[src/hw/rtl/bsa_pkg.sv]
// Shared types and constants of the bitmap slot allocator.
// No dependencies; used by bsa_cell, bitmap_slot_allocator and bsa_checker.
`default_nettype none

package bsa_pkg;

  localparam int SLOTS     = 64;
  localparam int CELL_BITS = 8;
  localparam int CELL_LOG  = $clog2(CELL_BITS);
  localparam int CELLS     = (SLOTS + CELL_BITS - 1) / CELL_BITS;
  localparam int CIDX_W    = (CELLS > 1) ? $clog2(CELLS) : 1;
  localparam int HIT_W     = CIDX_W + CELL_LOG;
  localparam int CNT_W     = 7;
  localparam int POS_W     = CNT_W + 1;
  localparam int ADDR_W    = 32;
  localparam int SH_W      = 5;
  localparam int CFG_IDX_W = 2;

  localparam logic [2:0] MODE_ALLOC   = 3'd0;
  localparam logic [2:0] MODE_RELEASE = 3'd1;
  localparam logic [2:0] MODE_RESET   = 3'd2;
  localparam logic [2:0] MODE_QUERY   = 3'd3;
  localparam logic [2:0] MODE_NEXT    = 3'd4;

  localparam logic [CFG_IDX_W-1:0] REG_BASE_ADDRESS = 2'd0;
  localparam logic [CFG_IDX_W-1:0] REG_SIZE_LOG2    = 2'd1;
  localparam logic [CFG_IDX_W-1:0] REG_MAX_OBJECTS  = 2'd2;

  typedef enum logic [2:0] {
    ERR_NONE,
    ERR_FULL,
    ERR_OUTSIDE,
    ERR_MISALIGNED,
    ERR_NOT_ALLOC
  } bsa_err_t;

  // Search packet walking down the row of cells.
  typedef struct packed {
    logic             valid;
    logic             alloc;  // 1: look for a free slot and take it; 0: next alive
    logic             found;
    logic [HIT_W-1:0] hit;
  } bsa_scan_t;

  // Broadcast control from the sequencer to every cell.
  typedef struct packed {
    logic             clear_all;
    logic             clear_en;
    logic [HIT_W-1:0] clear_slot;
    logic [POS_W-1:0] scan_from;
    logic [CNT_W-1:0] scan_lim;
  } bsa_ctl_t;

endpackage

`default_nettype wire

[src/hw/rtl/bsa_cell.sv]
// One cell of the allocator row: holds CELL_BITS alive bits and passes the
// search packet to its neighbor. Depends on bsa_pkg.
`default_nettype none

module bsa_cell
  import bsa_pkg::*;
(
  input  logic                 clk,
  input  logic                 rst,
  input  logic [CIDX_W-1:0]    cell_idx,
  input  bsa_ctl_t             ctl,
  input  bsa_scan_t            scan_in,
  output bsa_scan_t            scan_out,
  output logic [CELL_BITS-1:0] bits
);

  logic [CELL_BITS-1:0] eligible;
  logic                 hit_any;
  logic [CELL_LOG-1:0]  hit_j;
  logic                 take;

  always_comb begin
    logic [POS_W-1:0] pos;
    eligible = '0;
    hit_any  = 1'b0;
    hit_j    = '0;
    for (int j = 0; j < CELL_BITS; j++) begin
      pos = (POS_W'(cell_idx) << CELL_LOG) | POS_W'(j);
      eligible[j] = (pos >= ctl.scan_from) && (pos < POS_W'(ctl.scan_lim))
                    && (bits[j] ^ scan_in.alloc);
    end
    // lowest eligible position wins
    for (int j = CELL_BITS - 1; j >= 0; j--) begin
      if (eligible[j]) begin
        hit_any = 1'b1;
        hit_j   = CELL_LOG'(j);
      end
    end
  end

  assign take = scan_in.valid && !scan_in.found && hit_any;

  always_ff @(posedge clk) begin
    if (rst) begin
      bits     <= '0;
      scan_out <= '0;
    end else begin
      scan_out <= scan_in;
      if (take) begin
        scan_out.found <= 1'b1;
        scan_out.hit   <= {cell_idx, hit_j};
      end
      if (ctl.clear_all) begin
        bits <= '0;
      end else begin
        if (ctl.clear_en && (ctl.clear_slot[HIT_W-1:CELL_LOG] == cell_idx)) begin
          bits[ctl.clear_slot[CELL_LOG-1:0]] <= 1'b0;
        end
        if (take && scan_in.alloc) begin
          bits[hit_j] <= 1'b1;
        end
      end
    end
  end

endmodule

`default_nettype wire

[src/hw/rtl/bitmap_slot_allocator.sv]
// Top level of the bitmap slot allocator: sequencer, configuration registers
// and the row of bsa_cell instances. Depends on bsa_pkg and bsa_cell.
//
// Usage: raise start with mode, address and slot; the item is taken at a
// rising edge where busy is low. Each item gives exactly one result, shown
// for one cycle with done high together with ok, error_code, result_address,
// result_slot, alive and allocated_count. The receiver cannot stall: a result
// not taken in its cycle is gone.
// Steps from accept to the done cycle: query, reset and unknown modes register
// the result at accept; release forms the address offset, then shifts,
// compares and clears; allocate and next load the search packet, let it walk
// the row of 8 cells, one cell of 8 slots per cycle, and register the result.
// A full pool answers allocate without a scan.
// One item at a time: a new item can be taken in the cycle done is shown, so
// query, reset, unknown modes and a refused allocate can follow every cycle.
// Configuration is written through wr_en, wr_index and wr_data; the user must
// write only while idle; the block has no check. Reset clears all alive bits and
// the count and loads base_address 0, object_size_log2 2 and max_objects 64.
`default_nettype none

module bitmap_slot_allocator
  import bsa_pkg::*;
(
  input  logic                 clk,
  input  logic                 rst,
  input  logic                 start,
  output logic                 busy,
  input  logic [2:0]           mode,
  input  logic [ADDR_W-1:0]    address,
  input  logic [CNT_W-1:0]     slot,
  output logic                 done,
  output logic                 ok,
  output logic [2:0]           error_code,
  output logic [ADDR_W-1:0]    result_address,
  output logic [CNT_W-1:0]     result_slot,
  output logic                 alive,
  output logic [CNT_W-1:0]     allocated_count,
  input  logic                 wr_en,
  input  logic [CFG_IDX_W-1:0] wr_index,
  input  logic [ADDR_W-1:0]    wr_data
);

  typedef enum logic [1:0] {ST_IDLE, ST_SCAN, ST_REL} state_t;

  state_t                   state;
  logic [ADDR_W-1:0]        base_address;
  logic [SH_W-1:0]          object_size_log2;
  logic [CNT_W-1:0]         max_objects;
  logic [CNT_W-1:0]         used_count;
  logic [CNT_W-1:0]         op_lim;
  logic [POS_W-1:0]         op_from;
  logic [ADDR_W-1:0]        offset;
  bsa_scan_t                inject;
  bsa_scan_t                chain [CELLS+1];
  logic [CELLS*CELL_BITS-1:0] all_bits;
  bsa_ctl_t                 ctl;

  logic [CNT_W-1:0]  lim;
  logic [ADDR_W-1:0] rel_id;
  logic              rel_outside;
  logic              rel_misaligned;
  logic              rel_free;
  logic              accept;

  assign busy   = (state != ST_IDLE);
  assign accept = start && !busy;
  assign lim    = (max_objects > CNT_W'(SLOTS)) ? CNT_W'(SLOTS) : max_objects;

  assign rel_id         = offset >> object_size_log2;
  assign rel_outside    = rel_id >= ADDR_W'(op_lim);
  assign rel_misaligned = (offset & ~({ADDR_W{1'b1}} << object_size_log2)) != '0;
  assign rel_free       = !all_bits[rel_id[HIT_W-1:0]];

  always_comb begin
    ctl            = '0;
    ctl.clear_all  = accept && (mode == MODE_RESET);
    ctl.clear_en   = (state == ST_REL) && !rel_outside && !rel_misaligned && !rel_free;
    ctl.clear_slot = rel_id[HIT_W-1:0];
    ctl.scan_from  = op_from;
    ctl.scan_lim   = op_lim;
  end

  assign chain[0] = inject;

  for (genvar k = 0; k < CELLS; k++) begin : g_cell
    bsa_cell u_cell (
      .clk      (clk),
      .rst      (rst),
      .cell_idx (CIDX_W'(k)),
      .ctl      (ctl),
      .scan_in  (chain[k]),
      .scan_out (chain[k+1]),
      .bits     (all_bits[k*CELL_BITS +: CELL_BITS])
    );
  end

  // configuration registers
  always_ff @(posedge clk) begin
    if (rst) begin
      base_address     <= '0;
      object_size_log2 <= SH_W'(2);
      max_objects      <= CNT_W'(SLOTS);
    end else if (wr_en) begin
      unique case (wr_index)
        REG_BASE_ADDRESS: base_address     <= wr_data;
        REG_SIZE_LOG2:    object_size_log2 <= wr_data[SH_W-1:0];
        REG_MAX_OBJECTS:  max_objects      <= wr_data[CNT_W-1:0];
        default: ;
      endcase
    end
  end

  // sequencer and result registers
  always_ff @(posedge clk) begin
    if (rst) begin
      state      <= ST_IDLE;
      done       <= 1'b0;
      inject     <= '0;
      used_count <= '0;
    end else begin
      done         <= 1'b0;
      inject.valid <= 1'b0;
      unique case (state)
        ST_IDLE: begin
          if (start) begin
            op_lim          <= lim;
            ok              <= 1'b0;
            error_code      <= ERR_NONE;
            result_address  <= '0;
            result_slot     <= '0;
            alive           <= 1'b0;
            allocated_count <= used_count;
            unique case (mode)
              MODE_ALLOC: begin
                if (used_count >= lim) begin
                  done       <= 1'b1;
                  error_code <= ERR_FULL;
                end else begin
                  inject  <= '{valid: 1'b1, alloc: 1'b1, found: 1'b0, hit: '0};
                  op_from <= '0;
                  state   <= ST_SCAN;
                end
              end
              MODE_RELEASE: begin
                offset <= address - base_address;
                state  <= ST_REL;
              end
              MODE_RESET: begin
                used_count      <= '0;
                allocated_count <= '0;
                ok              <= 1'b1;
                done            <= 1'b1;
              end
              MODE_QUERY: begin
                done        <= 1'b1;
                result_slot <= slot;
                if (slot >= lim) begin
                  error_code <= ERR_OUTSIDE;
                end else begin
                  ok    <= 1'b1;
                  alive <= all_bits[slot[HIT_W-1:0]];
                end
              end
              MODE_NEXT: begin
                inject  <= '{valid: 1'b1, alloc: 1'b0, found: 1'b0, hit: '0};
                op_from <= POS_W'(slot) + POS_W'(1);
                state   <= ST_SCAN;
              end
              default: begin
                done <= 1'b1;
              end
            endcase
          end
        end
        ST_SCAN: begin
          if (chain[CELLS].valid) begin
            state <= ST_IDLE;
            done  <= 1'b1;
            if (chain[CELLS].alloc) begin
              if (chain[CELLS].found) begin
                ok              <= 1'b1;
                result_address  <= base_address
                                   + (ADDR_W'(chain[CELLS].hit) << object_size_log2);
                result_slot     <= CNT_W'(chain[CELLS].hit);
                used_count      <= used_count + CNT_W'(1);
                allocated_count <= used_count + CNT_W'(1);
              end else begin
                error_code <= ERR_FULL;
              end
            end else begin
              ok          <= 1'b1;
              result_slot <= chain[CELLS].found ? CNT_W'(chain[CELLS].hit) : op_lim;
            end
          end
        end
        ST_REL: begin
          state <= ST_IDLE;
          done  <= 1'b1;
          priority if (rel_outside) begin
            error_code <= ERR_OUTSIDE;
          end else if (rel_misaligned) begin
            error_code <= ERR_MISALIGNED;
          end else if (rel_free) begin
            error_code  <= ERR_NOT_ALLOC;
            result_slot <= rel_id[CNT_W-1:0];
          end else begin
            ok          <= 1'b1;
            result_slot <= rel_id[CNT_W-1:0];
            if (used_count != '0) begin
              used_count      <= used_count - CNT_W'(1);
              allocated_count <= used_count - CNT_W'(1);
            end
          end
        end
        default: state <= ST_IDLE;
      endcase
    end
  end

endmodule

`default_nettype wire

[config.mk]
export PLATFORM = sky130hd
export DESIGN_NAME = bitmap_slot_allocator
export DESIGN_NICKNAME = d
export VERILOG_FILES = /design/src/hw/rtl/bsa_pkg.sv /design/src/hw/rtl/bsa_cell.sv /design/src/hw/rtl/bitmap_slot_allocator.sv
export SDC_FILE = /design/constraint.sdc
export NUM_CORES = 1
export LEC_CHECK = 0
export BUFFER_PORTS_ARGS = -buffer_cell sky130_fd_sc_hd__buf_4
export CAP_MARGIN = 40
export CORE_ASPECT_RATIO = 1.4
export CORE_UTILIZATION = 45
export CTS_BUF_LIST = sky130_fd_sc_hd__clkbuf_16
export DETAILED_ROUTE_END_ITERATION = 10
export GPL_ROUTABILITY_DRIVEN = 0
export PLACE_DENSITY_LB_ADDON = 0.25
export SKIP_LAST_GASP = 1
export SLEW_MARGIN = 20
export SYNTH_ARGS = -nofsm -noshare
export SYNTH_HDL_FRONTEND = slang
export SYNTH_SLANG_ARGS = --single-unit
[constraint.sdc]
create_clock -name clk -period 8.5 [get_ports clk]
set_clock_uncertainty 0.15 [all_clocks]
set_input_delay 0.425 -clock clk [delete_from_list [all_inputs] [get_ports clk]]
set_output_delay 0.425 -clock clk [all_outputs]
set_load 0.01 [all_outputs]
==> results of run 1 <==
## cells by family after synthesis
kind of cell	Yosys count	synth area share
and+or+nand+nor	904	0.211
DFF	283	0.325
adders and majority gates	96	0.0598
buffers and inverters	245	0.0477
muxes	131	0.0965
xor gates and xnor gates	119	0.0510
AOI/OAI and AO/OA	668	0.209
## power by group
part / internal, W / switching, W / total, W
clock: 0.000793 / 0.000598 / 0.00139
sequential: 0.00144 / 0.0000425 / 0.00149
combinational: 0.000219 / 0.000346 / 0.000565
## cell type report
type	count	area share
clock buffers	31	0.0334
inverters	113	0.0182
flip-flops and latches	283	0.286
multi-input cells	1918	0.553
repair buffers	194	0.0680
clock inverters	25	0.0110
well taps	564	0.0304
diodes	3	0.000323
## repair_timing
item,4_1_cts,5_1_grt
gates resized for setup,0,0
buffers inserted,0,0
endpoints found under the hold margin,44,0
hold buffers,32,0
## placed cells by master, fill, tap and decap left out, drive strengths merged, types with 15 or more instances in the layout
master / netlist / layout
inv: 112 / 120
nor3: 43 / 43
nor2: 254 / 254
nand2b: 37 / 37
a211oi: 29 / 29
nand2: 271 / 271
and2: 15 / 15
dfxtp: 185 / 185
ha: 93 / 93
or3: 18 / 18
edfxtp: 98 / 98
nor2b: 68 / 68
o31ai: 36 / 36
a21o: 46 / 46
o21ai: 136 / 136
or2: 19 / 19
xor2: 61 / 61
nand4: 27 / 27
a21oi: 221 / 221
dlygate4sd3: 0 / 32
clkbuf: 88 / 32
nand3: 61 / 61
buf: 44 / 161
xnor2: 58 / 58
a31oi: 26 / 26
mux2: 19 / 19
and3: 26 / 26
mux4: 51 / 51
mux2i: 61 / 61
## routing by layer
metal | GRT usage | routed length, um | vias up
met5 | 0 | 0 | -
met4 | 0.246 | 6810 | 0
met3 | 0.0641 | 6180 | 369
met2 | 0.561 | 35600 | 1168
met1 | 0.329 | 24800 | 9389
li1 | - | - | 9114
## worst min path at each step
stage / start / to / slack (ps) / cells after the start
after detailed placement: g_cell[0].u_cell.scan_out[1] / g_cell[1].u_cell.scan_out[1] / 290 / 2
after global routing: rst / g_cell[1].u_cell.scan_out[0] / 20 / 2
after CTS: rst / g_cell[1].u_cell.scan_out[0] / 6 / 2
final: rst / g_cell[1].u_cell.scan_out[0] / 30 / 2
after global placement: g_cell[0].u_cell.scan_out[2] / g_cell[1].u_cell.scan_out[2] / 280 / 2
after floorplan: g_cell[2].u_cell.scan_out[3] / g_cell[3].u_cell.scan_out[3] / 270 / 2
## registers in the layout, indices dropped and copies added (netlist names), 3 cells and up
register,count
max_objects,7
allocated_count,7
result_slot,7
result_address,32
op_from,8
used_count,7
g_cell.u_cell.scan_out,65
object_size_log2,5
offset,32
g_cell.u_cell.bits,64
base_address,32
error_code,3
op_lim,7
## per-stage QoR
step / setup slack, ps / utilization / cells
6_report: 1330 / 0.518 / 3131
5_1_grt: 997 / 0.518 / 3130
4_1_cts: 1480 / 0.516 / 3122
3_5_place_dp: 1540 / 0.486 / 3034
3_3_place_gp: 1740 / 0.484 / 3023
2_1_floorplan: 2700 / - / 2446
## worst max-delay path: stages, from the launching register on
cell and delay, ps:
dfxtp_2 830, buf_4 450, mux4_2 600, a22oi_1 230
and3_1 170, and2_1 730, inv_2 520, ha_1 430
a21o_1 160, a21o_1 180, a21o_1 170, a21o_1 170
a21oi_1 250, o211ai_1 160, or3b_2 490, a21oi_1 430
nor3_2 200, nor2_1 430
==> impl_metrics.json, run 1 <==
{
  "status": "finished, final reports clean",
  "seq_area_frac_synth": 0.325,
  "async_reset_ff_frac": 0,
  "startpoint_type": "register",
  "r2r_slack_ps": 1330,
  "crit_start": "object_size_log2[0]",
  "slew_viol_final": 0,
  "grt_pass1_vias": 19900,
  "synth-main-ff-cell": "dfxtp_1",
  "vdd_drop_max_uv": 165,
  "rsz0062_at_grt": "no",
  "syn_nets": 2622,
  "io_pins": 133,
  "end_kind": "register",
  "cts-buffers-inserted": 30,
  "postRouteAntennaNets": 0,
  "drc": 0,
  "drive_gt1_frac": 0.127,
  "ff2ff_path_depth": 17,
  "fin_nets": 2716,
  "placeableCoreArea_um2": 44900,
  "yosysWarningCount": 0,
  "grt_antenna_before_repair": 2,
  "clockBufferDepth": 3,
  "wirelength_um": 73400,
  "required_ps": 8570,
  "yosysMostFrequentCell": "nand2_1",
  "hp-class": "in -> reg",
  "synth_cell_types": 79,
  "synth_cells": 2446,
  "grt.total_usage": 0.317,
  "multi_input_area_um2": 12800,
  "synth_largest_area_cell": "dfxtp_1",
  "drt_first_pass_iters": 6,
  "synthesis.area_um2": 20500,
  "cts.clk_slew.worst_paths_ps": 70,
  "setup-tns-final_ps": 0,
  "r2r_start": "object_size_log2[0]",
  "rows": 92,
  "cts_tree": "built",
  "min_period_over_period": 0.844,
  "grt_start_max_net_pins": 65,
  "design.die.area_um2": 46300,
  "synthTopCellsByCount": "271 x nand2_1, 254 x nor2_1, 221 x a21oi_1",
  "vias": 20000,
  "fmax_ghz": 0.139,
  "final_area_um2": 23200,
  "cts.sinks": 283,
  "die_height_um": 254,
  "critPathMaxFanout": 34,
  "grt_pass1_wl_um": 113000,
  "cp-endpoint": "allocated_count[6]",
  "synth_edf_count": 98,
  "grt-ovfl-total": 0,
  "drt-initial-drc-count": 2423,
  "areaGrowthSynthToFinish_pct": 13.6,
  "start_util": 0.456,
  "clk_latency_ps": 610,
  "timing.slew.headroom": 0.355,
  "dpl_cell_area_um2": 21800,
  "io_buffers": 132,
  "totalPowerFinal_w": 0.00344,
  "nFillCells": 4243,
  "arrival_ps": 7240,
  "netlist_top_cells_area": "dfxtp_1 18%, edfxtp_1 14%, ha_1 5.7%, mux4_2 5.6%, a21oi_1 5.4%",
  "holdWs_ps": 30.2,
  "r2r-end": "allocated_count[6]",
  "regArea_um2": 6650,
  "p_leak_nw": 9.10,
  "crit_type": "reg -> reg",
  "die_w_um": 182,
  "setup-violations-final": 0,
  "fin_crit_ps": 7170,
  "root_buffer": "clkbuf_16",
  "via_per_inst": 6.40,
  "tightest_slew_ps": 964,
  "h-tree-depth": 1,
  "power_density_nw_per_um2": 148,
  "ys_seq_elements": 283,
  "dp_hpwl_um": 54900,
  "synth_top_area_frac": 0.181,
  "maxCapViolCount": 0,
  "wire_per_inst_um": 23.4,
  "finalHoldViolations": 0,
  "syn_avg_cell_area_um2": 8.36
}
Power figures use the tool's default switching activity.
==> run 2: changes to the inputs <==
==> constraint.sdc (replaced) <==
create_clock -name clk -period 6.2 [get_ports clk]
set_clock_uncertainty 0.15 [all_clocks]
set_input_delay 0.31 -clock clk [delete_from_list [all_inputs] [get_ports clk]]
set_output_delay 0.31 -clock clk [all_outputs]
set_load 0.01 [all_outputs]
==> impl_metrics.json, run 2 (synthesis results as in run 1) <==
{
  "fmax_ghz": 0.173,
  "drc": 0,
  "wire_per_inst_um": 23.0,
  "rows": 92,
  "grt_start_max_net_pins": 73,
  "holdWs_ps": 40.4,
  "hp-class": "in -> reg",
  "final_cells": 3152,
  "drt-initial-drc-count": 2157,
  "slew_viol_final": 0,
  "rsz0062_at_grt": "no",
  "clockBufferDepth": 3,
  "fin_util": 0.524,
  "setup-tns-final_ps": 0,
  "root_buffer": "clkbuf_16",
  "design.die.area_um2": 46300,
  "grt_pass1_vias": 19600,
  "status": "finished, final reports clean",
  "cts.clk_slew.worst_paths_ps": 60,
  "cts_setup_buffers": 0,
  "finalHoldViolations": 0,
  "arrival_ps": 5810,
  "placeableCoreArea_um2": 44900,
  "place_inst": 3047,
  "via_per_inst": 6.39,
  "required_ps": 6240,
  "setup-violations-final": 0,
  "end_kind": "register",
  "maxCapViolCount": 0,
  "wirelength_um": 72700,
  "dp_hpwl_um": 54600,
  "fin_nets": 2738,
  "largest_registers": "g_cell.u_cell.scan_out (65), g_cell.u_cell.bits (64)",
  "slowest_stage": "mux4_2",
  "cpMostUsedCell": "a21o_1",
  "power_density_nw_per_um2": 210,
  "grt-ovfl-total": 0,
  "layout_common_cells": "271 x nand2_1, 253 x nor2_1, 221 x a21oi_1, 183 x dfxtp_1, 164 x buf_4",
  "h-tree-depth": 2,
  "mostFrequentLayoutCell": "nand2_1",
  "grt_antenna_before_repair": 3,
  "fin_crit_ps": 5780,
  "p_leak_nw": 9.25,
  "clk_latency_ps": 560,
  "vias": 20200,
  "largest_reg_flops": 65,
  "drt_first_pass_iters": 6,
  "cts.sinks": 283,
  "critPathMaxFanout": 27,
  "cpPeakStageDelay_ps": 630,
  "postRouteAntennaNets": 0,
  "min_period_over_period": 0.932,
  "die_height_um": 254,
  "start_util": 0.456,
  "drive_gt1_frac": 0.131,
  "grt_pass1_wl_um": 111000,
  "cts-buffers-inserted": 34,
  "tightest_slew_ps": 935,
  "io_buffers": 132,
  "cp_cell_sequence": "mux4_2, a22o_1, or4b_1, inv_2, ha_1, nand2b_1, a21o_1, a21o_1, a21o_1, a21o_1, a21oi_1, o211ai_1, or3b_2, a21oi_1, nor3_2, nor2_1",
  "areaGrowthSynthToFinish_pct": 15.0,
  "cts_tree": "built",
  "timing.slew.headroom": 0.375,
  "die_w_um": 182,
  "startpoint_type": "register",
  "io_pins": 133,
  "crit_type": "reg -> reg",
  "vdd_drop_max_uv": 203,
  "top_register": "g_cell.u_cell.scan_out",
  "grt.total_usage": 0.311
}
-- run 2: cell type report --
class	instances	area, um^2
Fill cell	4157	21400
Clock buffer	38	951
Inverter	113	424
Antenna cell	1	2.50
Tap cell	564	706
Sequential cell	283	6650
Clock inverter	23	211
Timing Repair Buffer	212	1720
Multi-Input combinational cell	1918	12800
-- run 2: metal layers --
metal | share of wire | GRT usage | up-vias
li1 | - | - | 9153
met1 | 0.34 | 0.322 | 9517
met2 | 0.50 | 0.554 | 1111
met3 | 0.074 | 0.0598 | 368
met4 | 0.088 | 0.245 | 4
met5 | 0.00033 | 0 | -
-- run 2: final timing paths --
check                                from                            to  slack (ps)  cells past startpoint
max                   object_size_log2[0]            allocated_count[4]         420                     16
min                               mode[1]                     chain[79]          40                      4
max reg2reg           object_size_log2[0]            allocated_count[4]         420                     16
min reg2reg  g_cell[3].u_cell.scan_out[1]  g_cell[4].u_cell.scan_out[1]         310                      2
-- run 2: through the flow --
| step | area, um^2 | setup slack, ps | total power [W] |
|---|---|---|---|
| after floorplan | 20500 | 403 | 0.00253 |
| final | 23500 | 425 | 0.00493 |
| after detailed placement | 21900 | 315 | 0.00282 |
| after global routing | 23500 | 21.6 | 0.00508 |
| after CTS | 23500 | 290 | 0.00494 |
| after global placement | 21800 | 455 | 0.00280 |
-- run 2: power by group --
group	total, W	internal (W)	switching [W]	leakage, nW
clock	0.00210	0.00124	0.000859	0.591
combinational	0.000787	0.000309	0.000479	6.23
sequential	0.00204	0.00198	0.0000603	2.42
total	0.00493	0.00353	0.00140	9.25
-- run 2: worst max-delay path: cells and delay by family (launching register included) --
| family | cells | cell delay [ps] |
|---|---|---|
| buffers and inverters | 1 | 220 |
| and+or+nand+nor | 5 | 1830 |
| adders and majority gates | 1 | 260 |
| DFF | 1 | 570 |
| muxes | 1 | 630 |
| AOI/OAI and AO/OA | 8 | 1730 |
-- run 2: what timing repair did --
item | in CTS | in global routing
setup endpoints to repair | 0 | 7
hold buffers | 40 | 0
endpoints found under the hold margin | 61 | 0
gates resized for setup | 0 | 1
